<file path="src/hw/rtl/data_and_multiply_instruction_encoder_assert.svh">
// Assertion helpers for the instruction encoder.
// Both macros sample on clk and are disabled while rst_n is low.
`ifndef DATA_AND_MULTIPLY_INSTRUCTION_ENCODER_ASSERT_SVH
`define DATA_AND_MULTIPLY_INSTRUCTION_ENCODER_ASSERT_SVH

// same-cycle implication
`define DMIE_ASSERT_NOW(label, ante, cons, msg) \
    label: assert property (@(posedge clk) disable iff (!rst_n) (ante) |-> (cons)) \
        else $error(msg);

// next-cycle implication
`define DMIE_ASSERT_NEXT(label, ante, cons, msg) \
    label: assert property (@(posedge clk) disable iff (!rst_n) (ante) |=> (cons)) \
        else $error(msg);

`endif

</file>
<file path="src/hw/rtl/dmie_pkg.sv">
package dmie_pkg;

    localparam int ROT_COUNT = 16;
    localparam int ROT_W     = 4;

    typedef logic [3:0]  reg_num_t;
    typedef logic [3:0]  op_t;
    typedef logic [1:0]  status_t;
    typedef logic [31:0] word_t;

    localparam op_t OP_ADD = 4'd0;
    localparam op_t OP_SUB = 4'd1;
    localparam op_t OP_RSB = 4'd2;
    localparam op_t OP_AND = 4'd3;
    localparam op_t OP_EOR = 4'd4;
    localparam op_t OP_ORR = 4'd5;
    localparam op_t OP_MOV = 4'd6;
    localparam op_t OP_TST = 4'd7;
    localparam op_t OP_TEQ = 4'd8;
    localparam op_t OP_CMP = 4'd9;
    localparam op_t OP_MUL = 4'd10;
    localparam op_t OP_MLA = 4'd11;

    localparam status_t STATUS_OK      = 2'd0;
    localparam status_t STATUS_BAD_IMM = 2'd1;
    localparam status_t STATUS_BAD_OP  = 2'd2;

    localparam logic [3:0] COND_ALWAYS = 4'hE;
    localparam logic [3:0] MUL_MARK    = 4'h9;

    typedef struct packed {
        op_t      op;
        reg_num_t rd;
        reg_num_t rn;
        reg_num_t rm;
        reg_num_t rs;
    } inst_t;

    // rotate left by an arbitrary amount
    function automatic word_t rotl32(word_t v, logic [4:0] amt);
        logic [63:0] d;
        d = {v, v} << amt;
        return d[63:32];
    endfunction

    // rotate right by an arbitrary amount
    function automatic word_t rotr32(word_t v, logic [4:0] amt);
        logic [63:0] d;
        d = {v, v} >> amt;
        return d[31:0];
    endfunction

    // data-processing opcode field
    function automatic logic [3:0] dp_opcode(op_t op);
        logic [3:0] code;
        case (op)
            OP_AND:  code = 4'b0000;
            OP_EOR:  code = 4'b0001;
            OP_SUB:  code = 4'b0010;
            OP_RSB:  code = 4'b0011;
            OP_ADD:  code = 4'b0100;
            OP_TST:  code = 4'b1000;
            OP_TEQ:  code = 4'b1001;
            OP_CMP:  code = 4'b1010;
            OP_ORR:  code = 4'b1100;
            OP_MOV:  code = 4'b1101;
            default: code = 4'b0000;
        endcase
        return code;
    endfunction

endpackage

</file>
<file path="src/hw/rtl/dmie_imm_check.sv">
module dmie_imm_check (
    input  logic [31:0]                  value,
    output logic [dmie_pkg::ROT_COUNT-1:0] fit
);
    import dmie_pkg::*;

    // lane r: value rotated left by 2r leaves only the low byte set
    always_comb
    begin
        word_t rot;
        for (int r = 0; r < ROT_COUNT; r++)
        begin
            rot = rotl32(value, 5'(2 * r));
            fit[r] = (rot[31:8] == 24'd0);
        end
    end

endmodule

</file>
<file path="src/hw/rtl/data_and_multiply_instruction_encoder.sv">
// Channel   | Handshake              | Beat contents
// ----------+------------------------+------------------------------------------------
// input     | in_valid / in_ready    | operation, dest_reg, first_reg, mul_m_reg,
//           |                        | mul_s_reg, immediate
// output    | out_valid / out_ready  | instruction_word, status
//
// Four register stages: input capture, rotation fit flags, smallest-rotation
// pick, word assembly. One beat a cycle is sustained while out_ready is high.
// Each stage has its own valid bit and load enable, so bubbles close up and
// a stall at the output only holds stages that are full.
// rst_n (async, active low) clears the valid bits; payload is not reset.
// in_ready drops only when all four stages are full and out_ready is low.
module data_and_multiply_instruction_encoder (
    input  logic                       clk,
    input  logic                       rst_n,
    input  logic                       in_valid,
    output logic                       in_ready,
    input  dmie_pkg::op_t              operation,
    input  dmie_pkg::reg_num_t         dest_reg,
    input  dmie_pkg::reg_num_t         first_reg,
    input  dmie_pkg::reg_num_t         mul_m_reg,
    input  dmie_pkg::reg_num_t         mul_s_reg,
    input  logic [31:0]                immediate,
    output logic                       out_valid,
    input  logic                       out_ready,
    output logic [31:0]                instruction_word,
    output dmie_pkg::status_t          status
);
    import dmie_pkg::*;

    // stage valid bits
    logic s1_valid_reg, s2_valid_reg, s3_valid_reg, s4_valid_reg;
    logic en1, en2, en3, en4;

    // stage 1: captured beat
    inst_t s1_inst_reg;
    word_t s1_imm_reg;

    // stage 2: fit flags per rotation
    inst_t                s2_inst_reg;
    word_t                s2_imm_reg;
    logic [ROT_COUNT-1:0] s2_fit_reg;
    logic [ROT_COUNT-1:0] s1_fit;

    // stage 3: chosen operand field
    inst_t            s3_inst_reg;
    word_t            s3_imm_reg;
    logic             s3_found_reg;
    logic [ROT_W-1:0] s3_rot_reg;
    logic [7:0]       s3_imm8_reg;
    logic             s3_found_next;
    logic [ROT_W-1:0] s3_rot_next;
    logic [7:0]       s3_imm8_next;

    // stage 4: output register
    word_t   s4_word_reg;
    status_t s4_status_reg;
    word_t   s4_word_next;
    status_t s4_status_next;

    // a stage loads when it is empty or its content moves on
    assign en4      = !s4_valid_reg || out_ready;
    assign en3      = !s3_valid_reg || en4;
    assign en2      = !s2_valid_reg || en3;
    assign en1      = !s1_valid_reg || en2;
    assign in_ready = en1;

    always_ff @(posedge clk or negedge rst_n)
    begin
        if (!rst_n)
        begin
            s1_valid_reg <= 1'b0;
            s2_valid_reg <= 1'b0;
            s3_valid_reg <= 1'b0;
            s4_valid_reg <= 1'b0;
        end
        else
        begin
            if (en1)
            begin
                s1_valid_reg <= in_valid;
            end
            if (en2)
            begin
                s2_valid_reg <= s1_valid_reg;
            end
            if (en3)
            begin
                s3_valid_reg <= s2_valid_reg;
            end
            if (en4)
            begin
                s4_valid_reg <= s3_valid_reg;
            end
        end
    end

    // stage 1 -> 2: 16 parallel fit checks
    dmie_imm_check u_imm_check (
        .value (s1_imm_reg),
        .fit   (s1_fit)
    );

    // stage 2 -> 3: lowest fitting rotation wins
    always_comb
    begin
        word_t rot_val;
        s3_found_next = 1'b0;
        s3_rot_next   = '0;
        for (int r = ROT_COUNT - 1; r >= 0; r--)
        begin
            if (s2_fit_reg[r])
            begin
                s3_found_next = 1'b1;
                s3_rot_next   = ROT_W'(r);
            end
        end
        rot_val      = rotl32(s2_imm_reg, {s3_rot_next, 1'b0});
        s3_imm8_next = rot_val[7:0];
    end

    // stage 3 -> 4: word assembly
    always_comb
    begin
        logic       s_bit;
        reg_num_t   nreg;
        reg_num_t   dreg;
        logic       acc;
        s4_word_next   = '0;
        s4_status_next = STATUS_OK;
        s_bit          = 1'b0;
        nreg           = s3_inst_reg.rn;
        dreg           = s3_inst_reg.rd;
        acc            = (s3_inst_reg.op == OP_MLA);
        if (s3_inst_reg.op inside {[OP_ADD:OP_CMP]})
        begin
            // compare forms set S and drop Rd; mov drops Rn
            if (s3_inst_reg.op inside {[OP_TST:OP_CMP]})
            begin
                s_bit = 1'b1;
                dreg  = '0;
            end
            else if (s3_inst_reg.op == OP_MOV)
            begin
                nreg = '0;
            end
            if (s3_found_reg)
            begin
                s4_word_next = {COND_ALWAYS, 2'b00, 1'b1, dp_opcode(s3_inst_reg.op),
                                s_bit, nreg, dreg, s3_rot_reg, s3_imm8_reg};
            end
            else
            begin
                s4_status_next = STATUS_BAD_IMM;
            end
        end
        else if (s3_inst_reg.op inside {[OP_MUL:OP_MLA]})
        begin
            // plain multiply carries no accumulate register
            s4_word_next = {COND_ALWAYS, 6'b000000, acc, 1'b0, s3_inst_reg.rd,
                            (acc ? s3_inst_reg.rn : 4'd0), s3_inst_reg.rs,
                            MUL_MARK, s3_inst_reg.rm};
        end
        else
        begin
            s4_status_next = STATUS_BAD_OP;
        end
    end

    always_ff @(posedge clk)
    begin
        if (en1)
        begin
            s1_inst_reg <= '{op: operation, rd: dest_reg, rn: first_reg,
                             rm: mul_m_reg, rs: mul_s_reg};
            s1_imm_reg  <= immediate;
        end
        if (en2)
        begin
            s2_inst_reg <= s1_inst_reg;
            s2_imm_reg  <= s1_imm_reg;
            s2_fit_reg  <= s1_fit;
        end
        if (en3)
        begin
            s3_inst_reg  <= s2_inst_reg;
            s3_imm_reg   <= s2_imm_reg;
            s3_found_reg <= s3_found_next;
            s3_rot_reg   <= s3_rot_next;
            s3_imm8_reg  <= s3_imm8_next;
        end
        if (en4)
        begin
            s4_word_reg   <= s4_word_next;
            s4_status_reg <= s4_status_next;
        end
    end

    assign out_valid        = s4_valid_reg;
    assign instruction_word = s4_word_reg;
    assign status           = s4_status_reg;

`include "data_and_multiply_instruction_encoder_assert.svh"

    // the chosen field must reproduce the immediate
    `DMIE_ASSERT_NOW(a_field_round_trip,
        s3_valid_reg && s3_found_reg,
        rotr32({24'd0, s3_imm8_reg}, {s3_rot_reg, 1'b0}) == s3_imm_reg,
        "picked rotation does not rebuild the immediate")

    // zero always fits at rotation 0
    `DMIE_ASSERT_NOW(a_zero_fits,
        s2_valid_reg && (s2_imm_reg == 32'd0),
        s2_fit_reg[0],
        "zero immediate not flagged as fitting")

    // failed encodings carry an all-zero word
    `DMIE_ASSERT_NOW(a_error_word_zero,
        out_valid && (status != STATUS_OK),
        instruction_word == 32'd0,
        "nonzero word with error status")

    // an output stall must keep the beat queued behind it
    `DMIE_ASSERT_NEXT(a_stall_keeps_s3,
        s3_valid_reg && s4_valid_reg && !out_ready,
        s3_valid_reg,
        "stage 3 beat lost during output stall")

endmodule
</file>
<file path="config.mk">
export PLATFORM = sky130hd
export DESIGN_NAME = data_and_multiply_instruction_encoder
export DESIGN_NICKNAME = d
export VERILOG_FILES = /design/src/hw/rtl/dmie_pkg.sv /design/src/hw/rtl/dmie_imm_check.sv /design/src/hw/rtl/data_and_multiply_instruction_encoder.sv
export VERILOG_INCLUDE_DIRS = /design/src /design/src/hw/rtl
export SDC_FILE = /design/constraint.sdc
export NUM_CORES = 1
export LEC_CHECK = 0
export ABC_AREA = 0
export BUFFER_PORTS_ARGS = -buffer_cell sky130_fd_sc_hd__buf_2
export CORE_MARGIN = 3
export CORE_UTILIZATION = 29
export CTS_CLUSTER_DIAMETER = 150
export CTS_CLUSTER_SIZE = 30
export DETAILED_ROUTE_END_ITERATION = 10
export SLEW_MARGIN = 25
export SYNTH_ARGS = -nofsm -noshare
export SYNTH_HDL_FRONTEND = slang
export SYNTH_SLANG_ARGS = --single-unit
</file>
<file path="constraint.sdc">
create_clock -name clk -period 5.6 [get_ports clk]
set_input_delay 0.28 -clock clk [delete_from_list [all_inputs] [get_ports clk]]
set_output_delay 0.28 -clock clk [all_outputs]
set_load 0.05 [all_outputs]
</file>
# Yosys cells after proc, flatten, opt, wreduce, memory -nomap -nowiden
# Memories as Yosys holds them, arrays and structs flattened. A register that Yosys moved wholly into a read port is not among the register bits.
# Index checks and enable logic that the tools add are counted.
# Widths: inputs -> output; s select.
[totals]
mem_count = 1
register_bits = 191
rom_bits = 64
word_cells = 93
out_inout_bits = 36
inputBits = 56
[op_classes]
reduce_logical = 28
order_cmp = 5
shifts = 1
eq_ne = 2
mux = 29
[mem_list]
columns = ["memory", "depth", "word_bits", "read_ports", "rd_ports_with_merged_regs", "wr", "line_no", "rtl"]
rows = [
  ["(name not given)", 16, 4, 1, 1, 0, "dmie_pkg.sv:56", "case (op)"],
]
[op_table]
columns = ["operator", "n"]
rows = [
  ["$logic_not 24->1", 16],
  ["$mux 32", 3],
  ["$mux 4", 21],
  ["$shl 64x5->40", 1],
  ["$reduce_or 15->1", 1],
  ["$le 4x4->1 const B", 2],
  ["$eq 4x3->1 const B", 1],
  ["$eq 4x4->1 const B", 1],
  ["$ge 4x1->1 const B", 1],
  ["$ge 4x3->1 const B", 1],
  ["$ge 4x4->1 const B", 1],
  ["$logic_not 1->1", 4],
  ["$logic_or 1x1->1", 4],
  ["$mux 2", 2],
  ["$logic_and 1x1->1", 3],
  ["$mux 1", 3],
]

# Longest topological paths before layout
# Gate-level depths: netlist of the first run.
[logic_depth]
depth_word = 17
ltp_mapped = 9
ltp_nobuf = 9

# Hierarchy
# A second synthesis of the first run with hierarchy kept.
[unflattened]
hier_cells = 516
area_unflattened_um2 = 7845.0
[by_module_without_submodules]
columns = ["module", "instances", "cells_per_inst", "area_each_um2", "seq_area_each_um2"]
rows = [
  ["data_and_multiply_instruction_encoder", 1, 463, 7423.4, 5645.4],
  ["dmie_imm_check", 1, 53, 421.7, 0.0],
]

# Worst setup path before layout of the first run
# No wires, ideal clock.
[synth_path]
kind = "register -> register"
startpoint = "register s4_valid_reg (netlist: out_valid)"
endpoint = "register s1_imm_reg[0], enable pin"
arrival_ns = 3.317
path_slack_ns = 1.390
n_path_buf = 0
setup_time_ns = 0.893
t_required_ns = 4.707
synth_period_minus_slack_ns = 4.210
stages_incl_launch_ff = 4
path_cell_list = "dfrtp_1 nand2b_1 nor2_1 nand3_1"
[synth_between]
elab_chain_cells = 5
[synth_rtl]
columns = ["element", "line_no", "rtl"]
rows = [
  ["start, declared", "data_and_multiply_instruction_encoder.sv:32", "logic s1_valid_reg, s2_valid_reg, s3_valid_reg, s4_valid_reg;"],
  ["start signal, assigned", "data_and_multiply_instruction_encoder.sv:93", "s4_valid_reg <= s3_valid_reg;"],
  ["$logic_not 1->1", "data_and_multiply_instruction_encoder.sv:62", "assign en4 = !s4_valid_reg || out_ready;"],
  ["$logic_or 1x1->1", "data_and_multiply_instruction_encoder.sv:62", ""],
  ["via en4", "data_and_multiply_instruction_encoder.sv:33", "logic en1, en2, en3, en4;"],
  ["$logic_or 1x1->1", "data_and_multiply_instruction_encoder.sv:63", "assign en3 = !s3_valid_reg || en4;"],
  ["$logic_or 1x1->1", "data_and_multiply_instruction_encoder.sv:64", "assign en2 = !s2_valid_reg || en3;"],
  ["$logic_or 1x1->1", "data_and_multiply_instruction_encoder.sv:65", "assign en1 = !s1_valid_reg || en2;"],
  ["via in_ready", "data_and_multiply_instruction_encoder.sv:17", "output logic in_ready,"],
  ["end signal, assigned", "data_and_multiply_instruction_encoder.sv:176", "s1_imm_reg <= immediate;"],
  ["end, declared", "data_and_multiply_instruction_encoder.sv:37", "word_t s1_imm_reg;"],
]
# The timed path passes the listed nets, and every way through them passes these cells.
# A chain may end at the register's enable or synchronous reset.

# Final worst setup path of the first run
[layout_path]
startpoint = "register s2_fit_reg[5]"
endpoint = "register s3_imm8_reg[2] (data pin)"
[layout_between]
elab_chain_cells = 7
[layout_rtl]
columns = ["element", "line_no", "rtl"]
rows = [
  ["start, declared", "data_and_multiply_instruction_encoder.sv:42", "logic [ROT_COUNT-1:0] s2_fit_reg;"],
  ["start signal, assigned", "data_and_multiply_instruction_encoder.sv:182", "s2_fit_reg <= s1_fit;"],
  ["$mux 4 (6 in series)", "data_and_multiply_instruction_encoder.sv:112", "if (s2_fit_reg[r])"],
  ["$shl 64x5->40", "dmie_pkg.sv:42", "d = {v, v} << amt;"],
  ["via s3_imm8_next[2]", "data_and_multiply_instruction_encoder.sv:53", "logic [7:0] s3_imm8_next;"],
  ["end signal, assigned", "data_and_multiply_instruction_encoder.sv:190", "s3_imm8_reg <= s3_imm8_next;"],
  ["end, declared", "data_and_multiply_instruction_encoder.sv:50", "logic [7:0] s3_imm8_reg;"],
]
# The timed path passes the listed nets, and every way through them passes these cells.

==> results of run 1 <==
-- metrics by stage --
stage	cells	hold WS, ps	total power [W]	utilization	instance area [um^2]
floorplan	487	-15.59	0.002466	-	7572
global placement	893	91.90	0.002679	0.3300	8382
detailed placement	893	95.14	0.002679	0.3300	8382
CTS	930	0.6176	0.003886	0.3554	9026
global route	933	0.2491	0.004029	0.3567	9061
finish	933	22.42	0.003861	0.3567	9061
-- worst reg2reg max path: cells and delay by family (launching register included) --
| kind | cells | cell delay [ps] |
|---|---|---|
| AO/OA/AOI/OAI | 3 | 1350 |
| multiplexers | 1 | 230 |
| buffers and inverters | 2 | 590 |
| AND/OR/NAND/NOR | 2 | 880 |
| flip-flops | 1 | 430 |
-- path summary, 6_finish.rpt --
path / endpoint / slack [ps] / depth (start not counted)
max: s3_imm8_reg[2] / 1990 / 8
min: s1_inst_reg[2] / 20 / 1
max reg2reg: s3_imm8_reg[2] / 1990 / 8
min reg2reg: s2_inst_reg[19] / 420 / 0
max in group asynchronous: out_valid / 5300 / 2
min in group asynchronous: s2_valid_reg / 180 / 2
-- timing repair --
action | in CTS | in global routing
hold buffers | 5 | 3
hold endpoints to repair | 8 | 3
buffers inserted | 0 | 0
-- cells in the final DEF, fill, tap and decap left out, drive strengths merged, types with 8 or more instances in the layout --
cell         Yosys  layout
nand3            8       8
inv             13      22
edfxtp         182     182
nor2            39      39
and3            10      10
a221oi           8       8
a21oi            9       9
a211oi          13      13
nor4            10      10
clkbuf           9      17
nor3             9       9
mux2i           15      15
buf              7      92
and2             8       8
a22o            13      13
or4             10      10
nand2b           8       8
nand2           26      26
a22oi            8       8
dlygate4sd3      0       8
-- area by class of cell --
type	instances	area (um^2)
Clock buffer	17	425.4
Clock inverter	15	168.9
Fill cell	2420	16340
Inverter	13	48.80
Multi-Input combinational cell	268	1809
Sequential cell	190	5645
Tap cell	330	412.9
Timing Repair Buffer	100	550.5
-- per-layer routing --
metal,vias up,share of wire,global-route usage,routed length [um]
li1,2151,-,-,-
met1,2153,0.46,0.1556,7413
met2,188,0.46,0.1758,7491
met3,21,0.064,0.03140,1039
met4,0,0.015,0.03629,239
met5,-,0,0,0
-- power by group through the flow --
| stage | sequential, W | combinational (W) | clock (W) |
|---|---|---|---|
| 2_1_floorplan | 0.00208 | 0.000388 | 0 |
| 3_3_place_gp | 0.00196 | 0.000715 | 0 |
| 3_5_place_dp | 0.00197 | 0.000710 | 0 |
| 4_1_cts | 0.00194 | 0.000716 | 0.00123 |
| 5_1_grt | 0.00196 | 0.000775 | 0.00130 |
| 6_report | 0.00194 | 0.000722 | 0.00120 |
-- kinds of logic (layout without fill, tap and decap cells) --
kind of cell,Yosys count,count (layout),share of synthesized area
other,1,3,0.0004957
AOI/OAI and AO/OA,93,93,0.09510
DFF,190,190,0.7463
and+or+nand+nor,152,152,0.1131
muxes,17,17,0.02282
buffers and inverters,29,145,0.01720
adders and majority gates,3,3,0.004962
==> results by group, run 1 <==
Clock tree
  – CTS tree: done
  – Total CTS buffers: 17
  – Post_cts resized: 0
  – Clock Path Buffers: 2
  – CTS H-Tree Depth: 4
  – Root Driver: clkbuf_16
  – CTS Sinks: 190
  – Clock latency on the worst-skew pair: about 430 ps
  – Clock-pin slew on the worst setup and hold paths: 70 ps

Global route
  – First-pass GRT wire length: around 24 mm
  – All-Layer GR Usage: 0.1134
  – Total grt overflow: 0
  – Largest net degree at the start of global routing: 45
  – Initial antenna violation count: 0
  – Vias in the first global route: between 4000 and 5000

Timing
  – Measured slew at the worst slew-check pin: about 920 ps
  – Achievable Freq: ~0.28 GHz
  – Period utilization: 0.6443
  – Final WS setup: ~2000 ps
  – Worst Clk Skew: approximately 11 ps
  – Max-slew violation count: 0
  – RSZ-0062 raised after global routing: false
  – Crit path time final: 3608 ps
  – # setup viols final: 0
  – Final Hold Fails: 0
  – Setup_tns: 0 ps
  – Relative slew slack: 0.3801

Worst hold path
  – Hold Crit Class: primary input to flop
  – Hold Crit Start: mul_s_reg[2]

Power and ir drop
  – Power Density: ~430 mW/mm^2
  – Pint: roughly 0.0027 W
  – Leak Pwr: 3.368 nW
  – Flop pwr share: 0.502
  – Switch Pwr: around 0.0012 W
  – Combinational Power Share: 0.187
  – Clock Power Share: 0.311
  – Peak VDD IR: 0.0002236 V
  – Net Sw Frac: 0.3044

Die
  – CORE AREA: approximately 0.025 mm^2
  – Die area: 0.02806 mm^2
  – Die Height: 167.5 um
  – Rows: between 50 and 60
  – I/O pin count: 92
  – Die X: approximately 170 um
  – Initial Utilization: 0.2978

Synth
  – Post-synth top cells: 182 x edfxtp_1, 38 x nor2_1, 26 x nand2_1
  – YS warnings: 0
  – Synthesized area per cell: around 16 um^2
  – Area contributors post-synth: edfxtp_1 72%, mux2i_1 2.0%, nor2_1 1.9%
  – Synth Cell Area: approximately 0.0076 mm^2
  – Async S/R FF share, synth: 0.02105
  – Yosys reg bits: 190
  – Post-synthesis cell count: approximately 490
  – Count leader, synth: edfxtp_1
  – Post-synth cell types: between 60 and 70
  – Predominant post-synthesis flop cell: edfxtp_1
  – Seq/Total Area, Yosys: 0.7463
  – Synth area leader: edfxtp_1
  – EDFF count, synth: 182
  – Post-synth top area share: 0.7225

Setup path
  – CP endpoint kind: flop
  – CP required: ~5900 ps
  – Max FO, Critical Path: 32
  – Most used cell, CP: inv_2
  – Family with the most delay on the worst path: compound AO/OA/AOI/OAI gates
  – Highest-delay cell along the critical path: nor2_2
  – Buf/Inv on CP: 2
  – CP Launch Point: s2_fit_reg[5]
  – Crit-path cells: nor3b_1 > o31ai_2 > inv_2 > nor2_2 > inv_2 > mux2i_1 > a2111oi_0 > o211a_1
  – Worst R2R Start: s2_fit_reg[5]
  – Worst path max stage delay: 700 ps
  – Critical path class: flop to flop
  – Setup crit start kind: flop
  – CP Data Arrival Time: ~3900 ps

Final layout
  – Nets: ~650
  – # diodes: 0
  – Share of layout cells above drive strength 1: 0.2355
  – Area grow syn2layout: 19.78%

Placement
  – IO buf count: between 80 and 90
  – DPL Wire Length: roughly 12 mm
  – Routability cong.: between 0.9 and 1
  – Worst slack, placed: approximately 1700 ps

Drt
  – Number of DRC markers in iteration 0: 443
  – DR DRC count: 0
  – WL/cell: about 17 um
  – Routed vias/inst: slightly below 5
  – WL final: around 16 mm
  – Detail Route Antenna Nets: 0
  – DR vias: around 4500
  – DRT Pass-1 Iters: 5

Run
  – Max_cap viols: 0

Run status
  – Outcome: finished clean
No activity file was read; power rests on OpenSTA's default activity.
==> inputs of run 2 (changes only) <==
==> constraint.sdc (replaced) <==
create_clock -name clk -period 3.5 [get_ports clk]
set_input_delay 0.175 -clock clk [delete_from_list [all_inputs] [get_ports clk]]
set_output_delay 0.175 -clock clk [all_outputs]
set_load 0.05 [all_outputs]
==> results by group, run 2 (synthesized netlist as in run 1, its figures left out) <==
Timing
  – # setup viols final: 0 (unchanged)
  – Achievable Freq: 0.3647 GHz (+32%)
  – Crit path time final: 2742 ps (-866.6 ps)
  – Period utilization: 0.7833 (+0.1390)
  – Max-slew violation count: 0 (unchanged)
  – Relative slew slack: 0.4182 (+0.03811)
  – RSZ-0062 raised after global routing: false
  – Setup_tns: 0 ps (unchanged)
  – Measured slew at the worst slew-check pin: 872.6 ps (-50.96 ps)
  – Final WS setup: 758.3 ps (-1233 ps)
  – Worst Clk Skew: 16.63 ps (+5.489 ps)
  – Final Hold Fails: 0 (unchanged)

Drt
  – WL/cell: 17.02 um (-1.9%)
  – Number of DRC markers in iteration 0: 477 (+7.7%)
  – DR vias: 4660 (+3.3%)
  – WL final: 16.75 mm (+3.5%)
  – DR DRC count: 0 (unchanged)
  – DRT Pass-1 Iters: 5 (unchanged)
  – Routed vias/inst: 4.736 (-2.1%)
  – Detail Route Antenna Nets: 0 (unchanged)

Clock tree
  – Post_cts resized: 0 (unchanged)
  – Total CTS buffers: 17 (unchanged)
  – CTS tree: done
  – Post-CTS setup buffers: 0 (unchanged)
  – Hold-fix buffers at CTS: 54 (+49)
  – Root Driver: clkbuf_16
  – CTS H-Tree Depth: 4 (unchanged)
  – Clock Path Buffers: 2 (unchanged)
  – CTS Sinks: 190 (unchanged)
  – Clock latency on the worst-skew pair: 430 ps (about the same)
  – Clock-pin slew on the worst setup and hold paths: 80 ps (about the same)

Power and ir drop
  – Pint: 0.004401 W (+64%)
  – Net Sw Frac: 0.2980 (-0.006360)
  – Flop pwr share: 0.495 (-0.007)
  – Peak VDD IR: 0.0003444 V (+54%)
  – Switch Pwr: 0.001868 W (+59%)
  – Power Density: 655.5 mW/mm^2 (+54%)
  – Leak Pwr: 3.584 nW (+6.4%)
  – Clock Power Share: 0.312 (about the same)
  – Combinational Power Share: 0.193 (+0.006)

Final layout
  – Fill count: 2353 (-2.8%)
  – Most common cell after layout, fill and taps aside: edfxtp_1
  – # diodes: 0 (unchanged)
  – Fin area: 0.009564 mm^2 (+5.6%)
  – Most frequent cells in the layout: 182 x edfxtp_1, 88 x buf_2, 54 x dlygate4sd3_1
  – Nets: 700 (+7.9%)
  – Final core occ: 0.3766 (+0.01980)
  – Area grow syn2layout: 26.43%
  – Share of layout cells above drive strength 1: 0.2248 (-0.01072)

Setup path
  – Highest-delay cell along the critical path: o21ai_1
  – Family with the most delay on the worst path: compound AO/OA/AOI/OAI gates
  – Worst path max stage delay: 660 ps (-40 ps)
  – CP endpoint kind: flop
  – Critical path class: flop to flop
  – Setup crit start kind: flop
  – Buf/Inv on CP: 0 (-2)
  – CP required: 3790 ps (-2100 ps)
  – CP Data Arrival Time: 3030 ps (-870 ps)
  – Max FO, Critical Path: 14 (-56%)
  – Crit-path cells: nor3b_1 > a211o_1 > o21ai_1 > and3_1 > a211oi_1 > a2111oi_0 > o211a_1

Die
  – I/O pin count: 92 (unchanged)
  – Die area: 0.02806 mm^2 (unchanged)
  – Initial Utilization: 0.2978 (unchanged)
  – Die Height: 167.5 um (unchanged)
  – Die X: 167.5 um (unchanged)
  – CORE AREA: 0.02540 mm^2 (unchanged)
  – Rows: 58 (unchanged)

Run
  – Max_cap viols: 0 (unchanged)

Global route
  – All-Layer GR Usage: 0.1208 (+0.007397)
  – First-pass GRT wire length: 26.04 mm (+7.1%)
  – Initial antenna violation count: 0 (unchanged)
  – Vias in the first global route: 4637 (+9.6%)
  – Total grt overflow: 0 (unchanged)
  – Largest net degree at the start of global routing: 68 (+51%)

Run status
  – Outcome: finished clean

Placement
  – Cell Area, Placed: 0.008419 mm^2 (+0.45%)
  – Routability cong.: 0.8670 (-7.5%)
  – IO buf count: 88 (unchanged)
  – Worst slack, placed: 834.2 ps (-904.8 ps)
  – DPL Wire Length: 11.63 mm (+0.67%)

Worst hold path
  – Hold Crit Class: primary input to async pin
[run 2: cell types whose count changed in the layout (fill, tap and decap cells not counted)]
| cell | before | now |
|---|---|---|
| buf_4 | 4 | 9 |
| inv_8 | 6 | 3 |
| bufinv_16 | 1 | 2 |
| o31ai_1 | 1 | 2 |
| dlygate4sd3_1 | 8 | 54 |
| clkinv_2 | 0 | 2 |
| clkinv_1 | 1 | 0 |
| clkinvlp_4 | 1 | 2 |
| o31ai_2 | 1 | 0 |
[run 2: routing by layer]
metal / GRT usage / vias up / wire, um / share of wire
met5: 0 / - / 0 / 0
met4: 0.04554 / 0 / 458 / 0.027
met3: 0.03447 / 24 / 1034 / 0.062
met2: 0.1809 / 175 / 7407 / 0.44
met1: 0.1676 / 2219 / 7849 / 0.47
li1: - / 2242 / - / -
[run 2: stage by stage]
stage	hold slack [ps]	total power, W	cells
6_report	81.98	0.006269	984
3_5_place_dp	-9.320	0.004311	898
3_3_place_gp	-9.878	0.004307	898
2_1_floorplan	-120.6	0.003943	487
4_1_cts	68.61	0.006318	984
5_1_grt	86.14	0.006555	984
[run 2: cell type report]
class	instances	area, um^2	share of cell area
clock buffers	17	425.4	0.04448
clock inverters	15	178.9	0.01871
inverters	13	48.80	0.005102
multi-input cells	268	1804	0.1886
flip-flops and latches	190	5645	0.5903
well taps	330	412.9	0.04317
repair buffers	151	1049	0.1096
[run 2: worst paths after layout]
| check | start | endpoint | depth (start not counted) | slack (ps) |
|---|---|---|---|---|
| min reg2reg | s1_inst_reg[9] | s2_inst_reg[9] | 0 | 420 |
| min | rst_n | out_valid | 2 | 80 |
| max | s2_fit_reg[11] | s3_imm8_reg[2] | 7 | 760 |
| max reg2reg | s2_fit_reg[11] | s3_imm8_reg[2] | 7 | 760 |
| min in group clk | out_ready | s2_inst_reg[18] | 4 | 280 |
| max in group asynchronous | rst_n | s2_valid_reg | 2 | 3290 |
[run 2: worst register-to-register path, delay by kind of cell, from the launching register on]
family | cells | cell delay (ps)
AOI/OAI and AO/OA | 5 | 1740
DFF | 1 | 410
and+or+nand+nor | 2 | 450
[run 2: power by group through the flow]
stage / clock [W] / combinational [W] / sequential (W)
4_1_cts: 0.00200 / 0.00121 / 0.00310
3_3_place_gp: 0 / 0.00116 / 0.00315
5_1_grt: 0.00211 / 0.00131 / 0.00314
3_5_place_dp: 0 / 0.00116 / 0.00315
6_report: 0.00195 / 0.00121 / 0.00310
2_1_floorplan: 0 / 0.000622 / 0.00332
